--- config.mk ---
export PLATFORM = sky130hd
export DESIGN_NAME = line_rasterizer
export DESIGN_NICKNAME = d
export VERILOG_FILES = /design/src/sv/lr_pkg.sv /design/src/sv/lr_queue.sv /design/src/sv/lr_front.sv /design/src/sv/lr_back.sv /design/src/sv/line_rasterizer.sv
export SDC_FILE = /design/constraint.sdc
export NUM_CORES = 1
export LEC_CHECK = 0
export ABC_AREA = 1
export BUFFER_PORTS_ARGS = -buffer_cell sky130_fd_sc_hd__buf_2
export CAP_MARGIN = 30
export CORE_ASPECT_RATIO = 1.1
export CORE_MARGIN = 3
export CORE_UTILIZATION = 34
export CTS_CLUSTER_DIAMETER = 50
export DETAILED_ROUTE_END_ITERATION = 8
export SKIP_CTS_REPAIR_TIMING = 1
export SYNTH_ARGS = -nofsm -noshare
export SYNTH_HDL_FRONTEND = slang
export SYNTH_SLANG_ARGS = --single-unit
--- constraint.sdc ---
create_clock -name clk -period 9.1 [get_ports clk]
set_input_delay 1.82 -clock clk [delete_from_list [all_inputs] [get_ports clk]]
set_output_delay 1.82 -clock clk [all_outputs]
set_load 0.005 [all_outputs]
--- src/sv/lr_pkg.sv ---
// ----------------------------------------------------------------------------
// lr_pkg
// Shared types, codes and sizing for the line rasterizer.
// ----------------------------------------------------------------------------
package lr_pkg;

	localparam int COORD_BITS_DEF = 12;
	localparam int CFG_BITS       = 12;
	localparam int ADDR_BITS      = 22;
	localparam int COLOR_BITS     = 32;
	localparam int QUEUE_DEPTH    = 4;

	localparam logic [CFG_BITS-1:0] WIDTH_RESET  = 12'd640;
	localparam logic [CFG_BITS-1:0] HEIGHT_RESET = 12'd480;

	typedef enum logic [0:0] {
		KIND_LOAD    = 1'b0,
		KIND_ADVANCE = 1'b1
	} kind_t;

	typedef enum logic [0:0] {
		REG_IMAGE_WIDTH  = 1'b0,
		REG_IMAGE_HEIGHT = 1'b1
	} reg_idx_t;

	// width of one queued command: kind, four coords, two flags, three error terms, color
	function automatic int entry_bits(input int coord_bits);
		return 1 + 4 * coord_bits + 2 + 3 * (coord_bits + 3) + COLOR_BITS;
	endfunction

endpackage

--- src/sv/lr_queue.sv ---
// ----------------------------------------------------------------------------
// lr_queue
// Small register FIFO between the setup front end and the walker.
// ----------------------------------------------------------------------------
module lr_queue #(
	parameter int WIDTH = 8,
	parameter int DEPTH = lr_pkg::QUEUE_DEPTH
) (
	input  logic             clk,
	input  logic             arst_n,
	input  logic             push,
	input  logic [WIDTH-1:0] wr_data,
	input  logic             pop,
	output logic [WIDTH-1:0] rd_data,
	output logic             full,
	output logic             empty
);

	localparam int PTR_W = (DEPTH > 1) ? $clog2(DEPTH) : 1;
	localparam int CNT_W = $clog2(DEPTH + 1);

	logic [WIDTH-1:0] mem_q [DEPTH];
	logic [PTR_W-1:0] wr_ptr_q;
	logic [PTR_W-1:0] rd_ptr_q;
	logic [CNT_W-1:0] count_q;
	logic             do_push;
	logic             do_pop;

	assign full    = (count_q == CNT_W'(DEPTH));
	assign empty   = (count_q == '0);
	assign do_push = push && !full;
	assign do_pop  = pop && !empty;
	assign rd_data = mem_q[rd_ptr_q];

	always_ff @(posedge clk) begin
		if (do_push) begin
			mem_q[wr_ptr_q] <= wr_data;
		end
	end

	always_ff @(posedge clk or negedge arst_n) begin
		if (!arst_n) begin
			wr_ptr_q <= '0;
			rd_ptr_q <= '0;
			count_q  <= '0;
		end else begin
			if (do_push) begin
				wr_ptr_q <= (wr_ptr_q == PTR_W'(DEPTH - 1)) ? '0 : wr_ptr_q + PTR_W'(1);
			end
			if (do_pop) begin
				rd_ptr_q <= (rd_ptr_q == PTR_W'(DEPTH - 1)) ? '0 : rd_ptr_q + PTR_W'(1);
			end
			case ({do_push, do_pop})
				2'b10:   count_q <= count_q + CNT_W'(1);
				2'b01:   count_q <= count_q - CNT_W'(1);
				default: count_q <= count_q;
			endcase
		end
	end

endmodule

--- src/sv/lr_front.sv ---
// ----------------------------------------------------------------------------
// lr_front
// Accepts requests, orders endpoints by x and derives the error-walk setup.
// ----------------------------------------------------------------------------
module lr_front #(
	parameter int COORD_BITS = lr_pkg::COORD_BITS_DEF
) (
	input  logic                                          clk,
	input  logic                                          arst_n,
	input  logic                                          item_valid,
	output logic                                          item_ready,
	input  logic                                          kind,
	input  logic signed [COORD_BITS-1:0]                  start_x,
	input  logic signed [COORD_BITS-1:0]                  start_y,
	input  logic signed [COORD_BITS-1:0]                  end_x,
	input  logic signed [COORD_BITS-1:0]                  end_y,
	input  logic [lr_pkg::COLOR_BITS-1:0]                 pen_color,
	input  logic                                          q_full,
	output logic                                          q_push,
	output logic [lr_pkg::entry_bits(COORD_BITS)-1:0]     q_data
);

	localparam int C = COORD_BITS;
	localparam int E = COORD_BITS + 3;

	typedef struct packed {
		lr_pkg::kind_t               kind;
		logic [C-1:0]                ax;
		logic [C-1:0]                ay;
		logic [C-1:0]                bx;
		logic [C-1:0]                by;
		logic                        step_down;
		logic                        x_major;
		logic [E-1:0]                two_minor;
		logic [E-1:0]                two_mm;
		logic [E-1:0]                err;
		logic [lr_pkg::COLOR_BITS-1:0] color;
	} entry_t;

	logic                          swap;
	logic signed [C:0]             sx_e, sy_e, ex_e, ey_e, ay_e, by_e;
	logic                          down_in;
	logic [C:0]                    dx_in, dy_in;

	logic                          v_s1;
	lr_pkg::kind_t                 kind_s1;
	logic [C-1:0]                  ax_s1, ay_s1, bx_s1, by_s1;
	logic [C:0]                    dx_s1, dy_s1;
	logic                          down_s1;
	logic [lr_pkg::COLOR_BITS-1:0] color_s1;

	logic                          x_major;
	logic [C:0]                    major, minor;
	entry_t                        ent;

	always_comb begin
		sx_e    = $signed({start_x[C-1], start_x});
		sy_e    = $signed({start_y[C-1], start_y});
		ex_e    = $signed({end_x[C-1], end_x});
		ey_e    = $signed({end_y[C-1], end_y});
		swap    = start_x > end_x;
		ay_e    = swap ? ey_e : sy_e;
		by_e    = swap ? sy_e : ey_e;
		down_in = by_e < ay_e;
		dx_in   = swap ? (C + 1)'(sx_e - ex_e) : (C + 1)'(ex_e - sx_e);
		dy_in   = down_in ? (C + 1)'(ay_e - by_e) : (C + 1)'(by_e - ay_e);
	end

	assign item_ready = !v_s1 || !q_full;
	assign q_push     = v_s1 && !q_full;

	always_ff @(posedge clk or negedge arst_n) begin
		if (!arst_n) begin
			v_s1 <= 1'b0;
		end else if (item_ready) begin
			v_s1 <= item_valid;
		end
	end

	always_ff @(posedge clk) begin
		if (item_valid && item_ready) begin
			kind_s1  <= lr_pkg::kind_t'(kind);
			ax_s1    <= swap ? end_x : start_x;
			bx_s1    <= swap ? start_x : end_x;
			ay_s1    <= C'(ay_e);
			by_s1    <= C'(by_e);
			dx_s1    <= dx_in;
			dy_s1    <= dy_in;
			down_s1  <= down_in;
			color_s1 <= pen_color;
		end
	end

	always_comb begin
		x_major       = dx_s1 > dy_s1;
		major         = x_major ? dx_s1 : dy_s1;
		minor         = x_major ? dy_s1 : dx_s1;
		ent.kind      = kind_s1;
		ent.ax        = ax_s1;
		ent.ay        = ay_s1;
		ent.bx        = bx_s1;
		ent.by        = by_s1;
		ent.step_down = down_s1;
		ent.x_major   = x_major;
		ent.two_minor = E'({minor, 1'b0});
		ent.two_mm    = E'({minor, 1'b0}) - E'({major, 1'b0});
		ent.err       = E'({minor, 1'b0}) - E'(major);
		ent.color     = color_s1;
	end

	assign q_data = ent;

endmodule

--- src/sv/lr_back.sv ---
// ----------------------------------------------------------------------------
// lr_back
// Bresenham walker, clipping test and address pipeline with output register.
// ----------------------------------------------------------------------------
module lr_back #(
	parameter int COORD_BITS = lr_pkg::COORD_BITS_DEF
) (
	input  logic                                      clk,
	input  logic                                      arst_n,
	input  logic [lr_pkg::entry_bits(COORD_BITS)-1:0] q_data,
	input  logic                                      q_empty,
	output logic                                      q_pop,
	input  logic [lr_pkg::CFG_BITS-1:0]               image_width,
	input  logic [lr_pkg::CFG_BITS-1:0]               image_height,
	output logic                                      pixel_valid,
	input  logic                                      pixel_ready,
	output logic signed [COORD_BITS-1:0]              pixel_x,
	output logic signed [COORD_BITS-1:0]              pixel_y,
	output logic [lr_pkg::ADDR_BITS-1:0]              pixel_address,
	output logic [lr_pkg::COLOR_BITS-1:0]             pixel_color,
	output logic                                      inside_res,
	output logic                                      last_pixel
);

	localparam int C      = COORD_BITS;
	localparam int E      = COORD_BITS + 3;
	localparam int CMP_W  = (C > lr_pkg::CFG_BITS) ? C : lr_pkg::CFG_BITS;
	localparam int PROD_W = C + lr_pkg::CFG_BITS;
	localparam int SUM_W  = (PROD_W + 1 > lr_pkg::ADDR_BITS) ? PROD_W + 1 : lr_pkg::ADDR_BITS;

	typedef struct packed {
		lr_pkg::kind_t               kind;
		logic [C-1:0]                ax;
		logic [C-1:0]                ay;
		logic [C-1:0]                bx;
		logic [C-1:0]                by;
		logic                        step_down;
		logic                        x_major;
		logic [E-1:0]                two_minor;
		logic [E-1:0]                two_mm;
		logic [E-1:0]                err;
		logic [lr_pkg::COLOR_BITS-1:0] color;
	} entry_t;

	entry_t                        ent;
	logic                          adv;
	logic                          do_load;
	logic                          do_step;

	logic                          line_active_q, first_pending_q, x_major_q, step_down_q;
	logic [C-1:0]                  cur_x_q, cur_y_q, stop_x_q, stop_y_q;
	logic [E-1:0]                  err_q, two_minor_q, two_mm_q;
	logic [lr_pkg::COLOR_BITS-1:0] color_q;

	logic [C-1:0]                  nx, ny, y_step;
	logic [E-1:0]                  nerr;
	logic                          nlast;

	logic                          v_s1, last_s1;
	logic [C-1:0]                  x_s1, y_s1;
	logic [lr_pkg::COLOR_BITS-1:0] color_s1;
	logic                          inside_in;

	logic                          v_s2, last_s2, inside_s2;
	logic [C-1:0]                  x_s2, y_s2;
	logic [lr_pkg::COLOR_BITS-1:0] color_s2;
	logic [PROD_W-1:0]             prod_s2;
	logic [SUM_W-1:0]              sum;

	logic                          out_valid_q, last_q, inside_q;
	logic [C-1:0]                  px_q, py_q;
	logic [lr_pkg::ADDR_BITS-1:0]  addr_q;
	logic [lr_pkg::COLOR_BITS-1:0] pcolor_q;

	assign ent     = q_data;
	assign adv     = !out_valid_q || pixel_ready;
	assign q_pop   = adv && !q_empty;
	assign do_load = q_pop && (ent.kind == lr_pkg::KIND_LOAD);
	assign do_step = q_pop && (ent.kind == lr_pkg::KIND_ADVANCE) && line_active_q;

	always_comb begin
		y_step = step_down_q ? cur_y_q - C'(1) : cur_y_q + C'(1);
		nx     = cur_x_q;
		ny     = cur_y_q;
		nerr   = err_q;
		if (!first_pending_q) begin
			if (x_major_q) begin
				nx = cur_x_q + C'(1);
				if (err_q[E-1]) begin
					nerr = err_q + two_minor_q;
				end else begin
					ny   = y_step;
					nerr = err_q + two_mm_q;
				end
			end else begin
				ny = y_step;
				if (err_q[E-1]) begin
					nerr = err_q + two_minor_q;
				end else begin
					nx   = cur_x_q + C'(1);
					nerr = err_q + two_mm_q;
				end
			end
		end
		nlast = x_major_q ? ($signed(nx) >= $signed(stop_x_q)) : (ny == stop_y_q);
	end

	// walker state
	always_ff @(posedge clk or negedge arst_n) begin
		if (!arst_n) begin
			line_active_q   <= 1'b0;
			first_pending_q <= 1'b0;
		end else if (do_load) begin
			line_active_q   <= 1'b1;
			first_pending_q <= 1'b1;
		end else if (do_step) begin
			line_active_q   <= !nlast;
			first_pending_q <= 1'b0;
		end
	end

	always_ff @(posedge clk) begin
		if (do_load) begin
			x_major_q   <= ent.x_major;
			step_down_q <= ent.step_down;
			cur_x_q     <= ent.ax;
			cur_y_q     <= ent.ay;
			stop_x_q    <= ent.bx;
			stop_y_q    <= ent.by;
			err_q       <= ent.err;
			two_minor_q <= ent.two_minor;
			two_mm_q    <= ent.two_mm;
			color_q     <= ent.color;
		end else if (do_step) begin
			cur_x_q <= nx;
			cur_y_q <= ny;
			err_q   <= nerr;
		end
	end

	// pipeline valids
	always_ff @(posedge clk or negedge arst_n) begin
		if (!arst_n) begin
			v_s1        <= 1'b0;
			v_s2        <= 1'b0;
			out_valid_q <= 1'b0;
		end else if (adv) begin
			v_s1        <= do_step;
			v_s2        <= v_s1;
			out_valid_q <= v_s2;
		end
	end

	assign inside_in = !x_s1[C-1] && !y_s1[C-1] &&
	                   (CMP_W'(x_s1) < CMP_W'(image_width)) &&
	                   (CMP_W'(y_s1) < CMP_W'(image_height));

	assign sum = SUM_W'(prod_s2) + SUM_W'(x_s2);

	always_ff @(posedge clk) begin
		if (do_step) begin
			x_s1     <= nx;
			y_s1     <= ny;
			last_s1  <= nlast;
			color_s1 <= color_q;
		end
		if (adv && v_s1) begin
			x_s2      <= x_s1;
			y_s2      <= y_s1;
			last_s2   <= last_s1;
			color_s2  <= color_s1;
			inside_s2 <= inside_in;
			prod_s2   <= PROD_W'(y_s1) * PROD_W'(image_width);
		end
		if (adv && v_s2) begin
			px_q     <= x_s2;
			py_q     <= y_s2;
			last_q   <= last_s2;
			pcolor_q <= color_s2;
			inside_q <= inside_s2;
			addr_q   <= inside_s2 ? sum[lr_pkg::ADDR_BITS-1:0] : '0;
		end
	end

	assign pixel_valid   = out_valid_q;
	assign pixel_x       = $signed(px_q);
	assign pixel_y       = $signed(py_q);
	assign pixel_address = addr_q;
	assign pixel_color   = pcolor_q;
	assign inside_res    = inside_q;
	assign last_pixel    = last_q;

	a_first_needs_line: assert property (@(posedge clk) disable iff (!arst_n)
		first_pending_q |-> line_active_q)
		else $error("first pixel pending without an active line");

	a_x_walk_bounded: assert property (@(posedge clk) disable iff (!arst_n)
		(line_active_q && x_major_q) |-> ($signed(cur_x_q) <= $signed(stop_x_q)))
		else $error("x-major walk ran past its end point");

	a_clipped_addr_zero: assert property (@(posedge clk) disable iff (!arst_n)
		(out_valid_q && !inside_q) |-> (addr_q == '0))
		else $error("clipped pixel carries a nonzero address");

endmodule

--- src/sv/line_rasterizer.sv ---
// ----------------------------------------------------------------------------
// line_rasterizer
// Bresenham line rasterizer: load a line, then emit one pixel per advance.
// ----------------------------------------------------------------------------
// An advance request passes through the front setup register, the queue, the walker stage,
// the multiply stage and the output register before its pixel appears.
// Throughput: one request per cycle unless the output stalls; the walker updates its error term once a cycle.
// A 4-entry queue lets requests keep coming while a pixel waits on the output.
// Reset (arst_n low): no line active, queue empty, width 640, height 480.
module line_rasterizer #(
	parameter int COORD_BITS = lr_pkg::COORD_BITS_DEF
) (
	input  logic                                  clk,
	input  logic                                  arst_n,
	input  logic                                  psel,
	input  logic                                  penable,
	input  logic                                  pwrite,
	input  logic [2:0]                            paddr,
	input  logic [31:0]                           pwdata,
	output logic [31:0]                           prdata,
	output logic                                  pready,
	input  logic                                  item_valid,
	output logic                                  item_ready,
	input  logic                                  kind,
	input  logic signed [COORD_BITS-1:0]          start_x,
	input  logic signed [COORD_BITS-1:0]          start_y,
	input  logic signed [COORD_BITS-1:0]          end_x,
	input  logic signed [COORD_BITS-1:0]          end_y,
	input  logic [lr_pkg::COLOR_BITS-1:0]         pen_color,
	output logic                                  pixel_valid,
	input  logic                                  pixel_ready,
	output logic signed [COORD_BITS-1:0]          pixel_x,
	output logic signed [COORD_BITS-1:0]          pixel_y,
	output logic [lr_pkg::ADDR_BITS-1:0]          pixel_address,
	output logic [lr_pkg::COLOR_BITS-1:0]         pixel_color,
	output logic                                  inside_res,
	output logic                                  last_pixel
);

	localparam int ENTRY_W = lr_pkg::entry_bits(COORD_BITS);

	logic [lr_pkg::CFG_BITS-1:0] width_q, height_q;
	lr_pkg::reg_idx_t            reg_idx;
	logic                        cfg_wr;

	logic               q_push, q_pop, q_full, q_empty;
	logic [ENTRY_W-1:0] q_wdata, q_rdata;

	assign pready  = 1'b1;
	assign reg_idx = lr_pkg::reg_idx_t'(paddr[2]);
	assign cfg_wr  = psel && penable && pwrite && pready;

	always_ff @(posedge clk or negedge arst_n) begin
		if (!arst_n) begin
			width_q  <= lr_pkg::WIDTH_RESET;
			height_q <= lr_pkg::HEIGHT_RESET;
		end else if (cfg_wr) begin
			case (reg_idx)
				lr_pkg::REG_IMAGE_WIDTH:  width_q  <= pwdata[lr_pkg::CFG_BITS-1:0];
				lr_pkg::REG_IMAGE_HEIGHT: height_q <= pwdata[lr_pkg::CFG_BITS-1:0];
				default: ;
			endcase
		end
	end

	always_comb begin
		case (reg_idx)
			lr_pkg::REG_IMAGE_WIDTH:  prdata = 32'(width_q);
			lr_pkg::REG_IMAGE_HEIGHT: prdata = 32'(height_q);
			default:                  prdata = '0;
		endcase
	end

	lr_front #(
		.COORD_BITS (COORD_BITS)
	) u_front (
		.clk        (clk),
		.arst_n     (arst_n),
		.item_valid (item_valid),
		.item_ready (item_ready),
		.kind       (kind),
		.start_x    (start_x),
		.start_y    (start_y),
		.end_x      (end_x),
		.end_y      (end_y),
		.pen_color  (pen_color),
		.q_full     (q_full),
		.q_push     (q_push),
		.q_data     (q_wdata)
	);

	lr_queue #(
		.WIDTH (ENTRY_W),
		.DEPTH (lr_pkg::QUEUE_DEPTH)
	) u_queue (
		.clk     (clk),
		.arst_n  (arst_n),
		.push    (q_push),
		.wr_data (q_wdata),
		.pop     (q_pop),
		.rd_data (q_rdata),
		.full    (q_full),
		.empty   (q_empty)
	);

	lr_back #(
		.COORD_BITS (COORD_BITS)
	) u_back (
		.clk           (clk),
		.arst_n        (arst_n),
		.q_data        (q_rdata),
		.q_empty       (q_empty),
		.q_pop         (q_pop),
		.image_width   (width_q),
		.image_height  (height_q),
		.pixel_valid   (pixel_valid),
		.pixel_ready   (pixel_ready),
		.pixel_x       (pixel_x),
		.pixel_y       (pixel_y),
		.pixel_address (pixel_address),
		.pixel_color   (pixel_color),
		.inside_res    (inside_res),
		.last_pixel    (last_pixel)
	);

endmodule
# Yosys cells after proc, flatten, opt, wreduce, memory -nomap -nowiden
# Memory sizes are Yosys's and may differ from the RTL's.
# Cells that the tools add are included.
# word_totals
ff_bits	489
wordCells	143
rom_bits	0
latch_bits	0
out_inout_bits	115
mem_bits_rw	504
n_memories	1
in_bits	123
# op_classes
eq_ne	7
n_lt_le_gt_ge	6
div_mod_pow	0
n_reduce_logical	30
multipliers	1
bitwise	2
n_shift	0
muxes	34
addsub	16
# mem_list
memory	depth	word_bits	read_ports	rd_clocked_by_memory_dff	wr	line	rtl
u_queue.mem_q	4	126	1	0	1	lr_queue.sv:22	logic [WIDTH-1:0] mem_q [DEPTH];
# op_table
op	n
2-to-1 mux 12 bit	13
2-to-1 mux 13 bit	6
case mux 32 bit (2 select lines)	1
2-to-1 mux 15 bit	4
adder 15 bit	2
subtractor 12 x 12 -> 13 bit	2
subtractor 13 bit	2
adder 12 x 1 -> 12 bit (second input constant)	2
less-than comparator 12 bit	2
adder 22 x 12 -> 22 bit	1
multiplier 12 x 12 -> 22 bit	1
logical AND 1 bit	15
subtractor 14 x 13 -> 15 bit	1
subtractor 14 x 14 -> 15 bit	1
greater-than comparator 13 bit	1
less-than comparator 13 bit	1
equality test 12 bit	1
greater-or-equal comparator 12 bit	1
greater-than comparator 12 bit	1
subtractor 12 x 1 -> 12 bit (second input constant)	1
logical NOT 1 bit	7
2-to-1 mux 1 bit	7
equality test 2 bit (second input constant)	3
case mux 3 bit (2 select lines)	1
other kinds (12)	19

# Longest topological paths before layout
# Gate-level depths: netlist (run 1).
# depth
ltp_word	10
depth_mapped	26
mapped_depth_nobuf	23

# Cells and area by module
# A second synthesis (run 1) with hierarchy kept.
# hier_totals
cells_unflattened	4599
area_unflattened_um2	49718.9
# modules_own_cells
mod	n_inst	seq_area_each_um2	cells_each	area_per_inst_um2
lr_queue	1	15549.9	1554	20734.9
lr_back	1	10455.0	1750	19178.4
lr_front	1	3268.1	1125	8494.4
line_rasterizer	1	608.1	170	1311.3

# Least setup slack after synthesis (run 1)
# No wires, ideal clock.
# synth_path
path_type	register to register
start	reg u_queue.count_q[2]
end	mem u_queue.mem_q[0][0] (netlist bit) (enable)
required_ns	8.491
setup_ns	0.609
stages_incl_launch_ff	4
period_less_slack_ns	6.429
path_buffers	0
setup_slack_ns	2.671
arrival_ns	5.820
cell_sequence	dfrtp_1 > inv_1 > o31ai_1 > nor2_1
# synth_between
elab_chain_len	6
# synth_rtl
item	line	rtl
start, declared	lr_queue.sv:25	logic [CNT_W-1:0] count_q;
start signal, assigned	lr_queue.sv:54	2'b10: count_q <= count_q + CNT_W'(1);
start signal, assigned	lr_queue.sv:55	2'b01: count_q <= count_q - CNT_W'(1);
start signal, assigned	lr_queue.sv:56	default: count_q <= count_q;
equality test 3 bit (*)	lr_queue.sv:29	assign full = (count_q == CNT_W'(DEPTH));
logical NOT 1 bit (*)	lr_queue.sv:31, lr_front.sv:70	
logical AND 1 bit	lr_front.sv:70	assign q_push = v_s1 && !q_full;
logical AND 1 bit (*)	lr_queue.sv:31	assign do_push = push && !full;
2-to-1 mux 1 bit (*)	lr_queue.sv:36	if (do_push) begin
2-to-1 mux 1 bit (implied by the code) (*)	lr_queue.sv:37	mem_q[wr_ptr_q] <= wr_data;
end, declared	lr_queue.sv:22	
# Every way passes the cells marked *; elsewhere a longest branch is shown, timed or not.

# Worst setup path in the final report (run 1)
# layout_path
start	reg u_back.y_s1[4]
end	reg u_back.prod_s2[18], data pin
# layout_between
elab_chain_len	1
# layout_rtl
item	line	rtl
start, declared	lr_back.sv:60	logic [C-1:0] x_s1, y_s1;
start signal, assigned	lr_back.sv:163	y_s1 <= ny;
multiplier 12 x 12 -> 22 bit	lr_back.sv:173	prod_s2 <= PROD_W'(y_s1) * PROD_W'(image_width);
end signal, assigned	lr_back.sv:173	
end, declared	lr_back.sv:67	logic [PROD_W-1:0] prod_s2;
# No other way between the ends.
# A chain may end at the register's enable or synchronous reset.

==> results of run 1 <==
per-layer routing:
metal / wire [um] / GRT usage (%)
met2: 52600 / 25.5
met4: 2770 / 5.02
met1: 49000 / 20.8
met3: 6010 / 2.24
met5: 27 / 0
cell type report:
type,count,area [sq um],share of cell area (%)
clock inverters,70,892,1.68
flip-flops and latches,981,29300,55.2
repair buffers,227,1300,2.45
multi-input cells,2476,14800,27.9
diodes,3,7.51,0.0141
clock buffers,120,2730,5.13
inverters,483,1830,3.44
well taps,1787,2240,4.21
logic make-up after synthesis:
family / share of synthesized area, %
flops: 62.9
mux: 0.0430
simple gates: 11.4
other cells: 0.0161
buf+inv: 5.57
xor+xnor: 1.92
fa+ha+maj: 9.42
compound gates: 8.78
metrics by stage:
step | power [mW] | utilization (%) | std cells | cell area [sq um] | hold slack, ns
after global routing | 25.0 | 39.3 | 6146 | 53100 | 0.416
after floorplan | 15.8 | - | 4109 | 46600 | 0.400
after CTS | 23.3 | 39.3 | 6143 | 53100 | 0.400
after detailed placement | 18.8 | 36.6 | 5953 | 49500 | 0.405
after global placement | 18.6 | 36.5 | 5950 | 49400 | 0.401
final | 23.0 | 39.3 | 6147 | 53100 | 0.405
cell usage in the layout, fill, tap and decap left out, types with 8 or more instances in the layout:
cell type / instances
o21ai_1: 16
buf_2: 194
nand4_1: 29
buf_4: 27
inv_6: 11
o21a_1: 9
ha_1: 181
a31oi_1: 18
clkinv_1: 23
nand2_2: 8
dfrtp_1: 29
bufinv_16: 13
o21bai_1: 10
clkbuf_1: 13
or2_2: 10
xnor2_1: 24
clkinv_2: 8
inv_1: 468
inv_2: 9
nand3_1: 94
nor2_1: 365
nand2_1: 763
a21oi_1: 133
nor3_1: 16
fa_1: 106
o22ai_1: 116
o21ai_0: 405
clkbuf_16: 107
conb_1: 21
edfxtp_1: 944
xor2_1: 78
power by group through the flow:
stage                     logic [mW]  registers [mW]  clock network [mW]
final                           10.1            8.53                4.40
after global routing            11.6            8.69                4.70
after CTS                       10.3            8.54                4.51
after detailed placement        10.2            8.63                   0
after global placement          9.98            8.59                   0
after floorplan                 7.45            8.33                   0
sequential cells by signal, indices dropped and copies added (netlist names), 13 cells and up:
signal,cells
u_queue.mem_q,496
u_back.color_q,32
u_back.color_s1,32
u_back.color_s2,32
u_back.pixel_color,32
u_front.color_s1,32
u_back.pixel_address,22
u_back.prod_s2,22
u_back.err_q,14
u_back.two_mm_q,14
u_back.two_minor_q,13
u_front.dx_s1,13
u_front.dy_s1,13
worst paths after layout:
| path | start | end | slack, ns | cells past startpoint |
|---|---|---|---|---|
| min | u_back.color_s2[20] | u_back.pixel_color[20] | 0.41 | 0 |
| max reg2reg | u_back.y_s1[4] | u_back.prod_s2[18] | 3.25 | 19 |
| max in group asynchronous | arst_n | u_queue.rd_ptr_q[0] | 7.20 | 1 |
| max | u_back.y_s1[4] | u_back.prod_s2[18] | 3.25 | 19 |
| min reg2reg | u_back.color_s2[20] | u_back.pixel_color[20] | 0.41 | 0 |
| min in group asynchronous | arst_n | height_q[9] | 1.22 | 1 |
==> run_results.csv, run 1 <==
group,metric,value,unit
setup_path,cpMaxStageDelayCell,"edfxtp_1",
synth,synth.most_common_cell,"edfxtp_1",
layout,fillCellCount,12942,
clocking,cts_buffer_depth,3,
synth,synth-seq-cells,981,
setup_path,path_buf_inv,3,
floorplanning,start_util,34.5,%
floorplanning,io_pins,238,
setup_path,critPathKind,"flop to flop",
setup_path,path_delay_family,"adder cells",
synth,synth_top_area_share,60.9,%
setup_path,max_stage_delay,0.79,ns
detailed_routing,drt_wl_total,110,mm
setup_path,required,9.57,ns
clocking,path_clk_slew,0.06,ns
detailed_routing,ant_nets,0,
layout,nNetsFinal,4685,
layout,drive_gt1_share,10.3,%
clocking,clk_latency,0.73,ns
timing,fmax,171,MHz
detailed_routing,drt_iter0_drc,1975,
power,net-switching-power,9.28,mW
detailed_routing,drc_errors,0,
timing,slew_headroom,26.4,%
timing,drv_slew,0,
power,power_density,434,nW/um^2
timing,fin_ws,3.25,ns
synth,ys.flop_type,"edfxtp_1",
timing,skew,0.0585,ns
timing,rsz0062_at_grt,"no",
grt,grt_max_degree,178,
setup_path,crit_path_start_kind,"flop",
grt,grt_pass1_vias,28945,
detailed_routing,firstDrtPassIters,5,
setup_path,endpoint_kind,"flop",
placement,dpl_worst_slack,3.25,ns
grt,grt_pass1_wl,170,mm
timing,tightest_slew,1.09,ns
clocking,cts_sinks,981,
synth,yosysUniqueCellTypes,56,
floorplanning,coreArea,135000,sq um
placement,gp_congestion,0.870,
setup_path,critPathArrivalTime,6.32,ns
run_status,status,"completed",
power,pwr-share-seq,37.0,%
floorplanning,dieArea,141000,sq um
detailed_routing,wl_per_cell,17.9,um
timing,tns,0,ns
clocking,cts_max_level,3,
power,max-vdd-ir-drop,0.000334,V
grt,antenna_found_initial,7,
power,clkPwrFrac,19.1,%
flow_run,drv_cap,0,
synth,ys_async_sr_fraction,3.77,%
floorplanning,die_w,359,um
detailed_routing,vias,29665,
synth,ys_seq_area_share,62.9,%
setup_path,path_common_cell,"fa_1",
synth,synth_area_leaders,"edfxtp_1 61%, nand2_1 6.2%, ha_1 4.9%",
synth,syn_area_per_cell,11.4,sq um
hold_path,hold_path.class,"flop to flop",
clocking,cts-root-buf,"clkbuf_16",
layout,area_delta_synth_final,14.0,%
setup_path,crit_fanout,14,
timing,final-setup-viol-count,0,
synth,synth_area,46600,sq um
setup_path,cp_cell_sequence,"nand2_1, fa_1, fa_1, inv_1, fa_1, fa_1, inv_1, fa_1, inv_1, ha_1, nand2_1, nor4_1, nor2_1, o21ai_0, a21boi_0, o21bai_1, a21oi_1, o21ai_0, xor2_1",
synth,syn_inst,4090,
timing,period_needed,5.85,ns
floorplanning,dieHeight,394,um
power,comb_power_share,43.9,%
synth,yosys_warnings,0,
clocking,cts_buffers,106,
placement,port_buffers,194,
timing,period_share,64.3,%
synth,synth_top_area_cell,"edfxtp_1",
grt,grt_overflow_total,0,
placement,hpwl,73.7,mm
detailed_routing,avgViaCountPerCell,4.83,
floorplanning,fp-row-count,141,
synth,synth_edf_count,944,
timing,hold_viol,0,
grt,grt_usage,15.4,%
power,swShare,40.3,%
power,leakagePower,21.3,nW
power,p_int,13.8,mW
clocking,tritoncts,"done",
synth,synth_common_cells,"944 x edfxtp_1, 763 x nand2_1, 470 x inv_1",
Note: power is estimated with default switching activity, not from simulation.
==> inputs of run 2 (changes only) <==
- clock period: 9.1 -> 5.3 ns (I/O delays scaled with it)
==> run 2 against run 1 <==
Compared with the run above:
- register-to-register slack lost 3.0 ns
- flip-flop and latch count stayed put
- critical path type unchanged
- largest power group unchanged
- critical endpoint unchanged
- non-clock buffer count rose by 80
==> run_results.csv, run 2 (synthesis results as in run 1) <==
group,metric,value,unit
timing,hold_viol,0,
grt,grt_usage,15.4,%
timing,drv_slew,0,
power,max-vdd-ir-drop,0.000714,V
power,leakagePower,21.5,nW
power,power_density,755,nW/um^2
detailed_routing,wl_per_cell,17.7,um
detailed_routing,firstDrtPassIters,5,
layout,multi_input_area,14900,sq um
power,clkPwrFrac,17.7,%
clocking,cts_max_level,3,
floorplanning,die_w,359,um
layout,fillCellCount,12902,
floorplanning,fp-row-count,141,
clocking,tritoncts,"done",
timing,period_share,95.9,%
setup_path,required,5.74,ns
clocking,clk_latency,0.70,ns
timing,tightest_slew,0.973,ns
power,net-switching-power,16.2,mW
detailed_routing,avgViaCountPerCell,4.76,
placement,port_buffers,194,
setup_path,crit_path_start_kind,"flop",
power,finalPower,40.4,mW
floorplanning,coreArea,135000,sq um
clocking,cts_sinks,981,
layout,final_common_cell,"edfxtp_1",
setup_path,crit_fanout,7,
detailed_routing,ant_nets,0,
timing,period_needed,5.08,ns
setup_path,r2r_start,"u_back.y_s1[2]",
detailed_routing,drt_iter0_drc,2047,
timing,fmax,197,MHz
floorplanning,dieArea,141000,sq um
layout,nNetsFinal,4763,
grt,grt_overflow_total,0,
setup_path,critPathLaunch,"u_back.y_s1[2]",
clocking,path_clk_slew,0.06,ns
timing,slew_headroom,35.1,%
setup_path,critPathArrivalTime,5.53,ns
setup_path,endpoint_kind,"flop",
placement,hpwl,75.3,mm
timing,hold_slack,0.320,ns
grt,grt_max_degree,151,
layout,seqCellArea,29300,sq um
floorplanning,dieHeight,394,um
layout,largest_register_ffs,496,
detailed_routing,drc_errors,0,
timing,skew,0.0532,ns
layout,area_delta_synth_final,15.0,%
layout,final_area,53600,sq um
clocking,cts_buffers,104,
grt,grt_pass1_wl,171,mm
power,pwr-share-seq,35.6,%
layout,drive_gt1_share,12.1,%
power,comb_power_share,46.7,%
layout,largest_register,"u_queue.mem_q",
floorplanning,start_util,34.5,%
clocking,cts-root-buf,"clkbuf_16",
detailed_routing,vias,29646,
run_status,status,"completed",
layout,final_cell_mix,"944 x edfxtp_1, 760 x nand2_1, 468 x inv_1, 402 x o21ai_0, 365 x nor2_1",
power,swShare,40.0,%
placement,gp_congestion,0.864,
flow_run,drv_cap,0,
hold_path,hold_path.class,"input pin to asynchronous set/reset pin",
grt,antenna_found_initial,4,
timing,tns,0,ns
clocking,cts_buffer_depth,3,
floorplanning,io_pins,238,
power,p_int,24.2,mW
setup_path,critPathKind,"flop to flop",
detailed_routing,drt_wl_total,110,mm
grt,grt_pass1_vias,29266,
timing,final-setup-viol-count,0,
placement,dpl_cell_area,50100,sq um
## run 2: cell count changes in the layout (fill, tap and decap cells not counted), moves of 3 or more
cell        delta
clkbuf_1      +11
clkinv_2       +5
nand2_1        -3
clkinv_1      -10
o21ai_1        +4
buf_12         +6
o21ai_0        -3
bufinv_16      -5
inv_6          -3
clkinvlp_4     +8
buf_4         +75
nand2_2        +3
## run 2: area by class of cell
class,count,share of cell area [%]
antenna,1,0.00467
clock buffer,129,5.07
clock inverter,62,1.27
inverter,483,3.41
multi-input combinational,2476,27.7
sequential,981,54.7
tap,1787,4.17
timing repair buffer,307,3.65
## run 2: final timing paths
path	depth (start not counted)	endpoint	slack (ns)
worst max-delay path	19	u_back.prod_s2[18]	0.22
max in group asynchronous	2	width_q[7]	4.71
worst min register to register	0	u_back.color_s2[8]	0.37
worst max register to register	19	u_back.prod_s2[18]	0.22
min in group clk	0	u_back.color_s2[8]	0.37
worst min-delay path	2	u_back.pixel_valid	0.32
## run 2: power groups by stage
stage | clock network [mW] | logic, mW | registers [mW]
2_1_floorplan | 0 | 12.8 | 14.3
3_3_place_gp | 0 | 18.5 | 14.5
3_5_place_dp | 0 | 18.8 | 14.6
4_1_cts | 7.35 | 18.9 | 14.4
5_1_grt | 7.68 | 21.6 | 14.7
6_report | 7.16 | 18.9 | 14.4
## run 2: through the flow
stage | worst slack, ns | cells | utilization, %
6_report | 0.215 | 6226 | 39.6
5_1_grt | -0.00803 | 6225 | 39.6
4_1_cts | 0.0546 | 6221 | 39.6
3_5_place_dp | 0.0571 | 6030 | 37.1
3_3_place_gp | 0.0857 | 6028 | 37.0
2_1_floorplan | -1.13 | 4109 | -
## run 2: worst max-delay path: stages, from the launching register on
cell	delay, ns
edfxtp_1	0.58
buf_4	0.19
nand2_1	0.07
fa_1	0.51
fa_1	0.50
inv_1	0.05
fa_1	0.45
fa_1	0.49
inv_1	0.05
fa_1	0.49
inv_1	0.04
ha_1	0.33
a21oi_1	0.15
o21ai_0	0.11
buf_4	0.16
a21boi_2	0.14
o21bai_1	0.07
a21oi_1	0.18
o21ai_0	0.11
xor2_1	0.15
## run 2: metal layers
layer	global-route usage [%]	part of all wire [%]	routed length (um)
met1	20.6	45	49200
met2	25.5	47	52200
met3	2.71	5.5	6020
met4	4.84	2.5	2720
met5	0	0.024	27
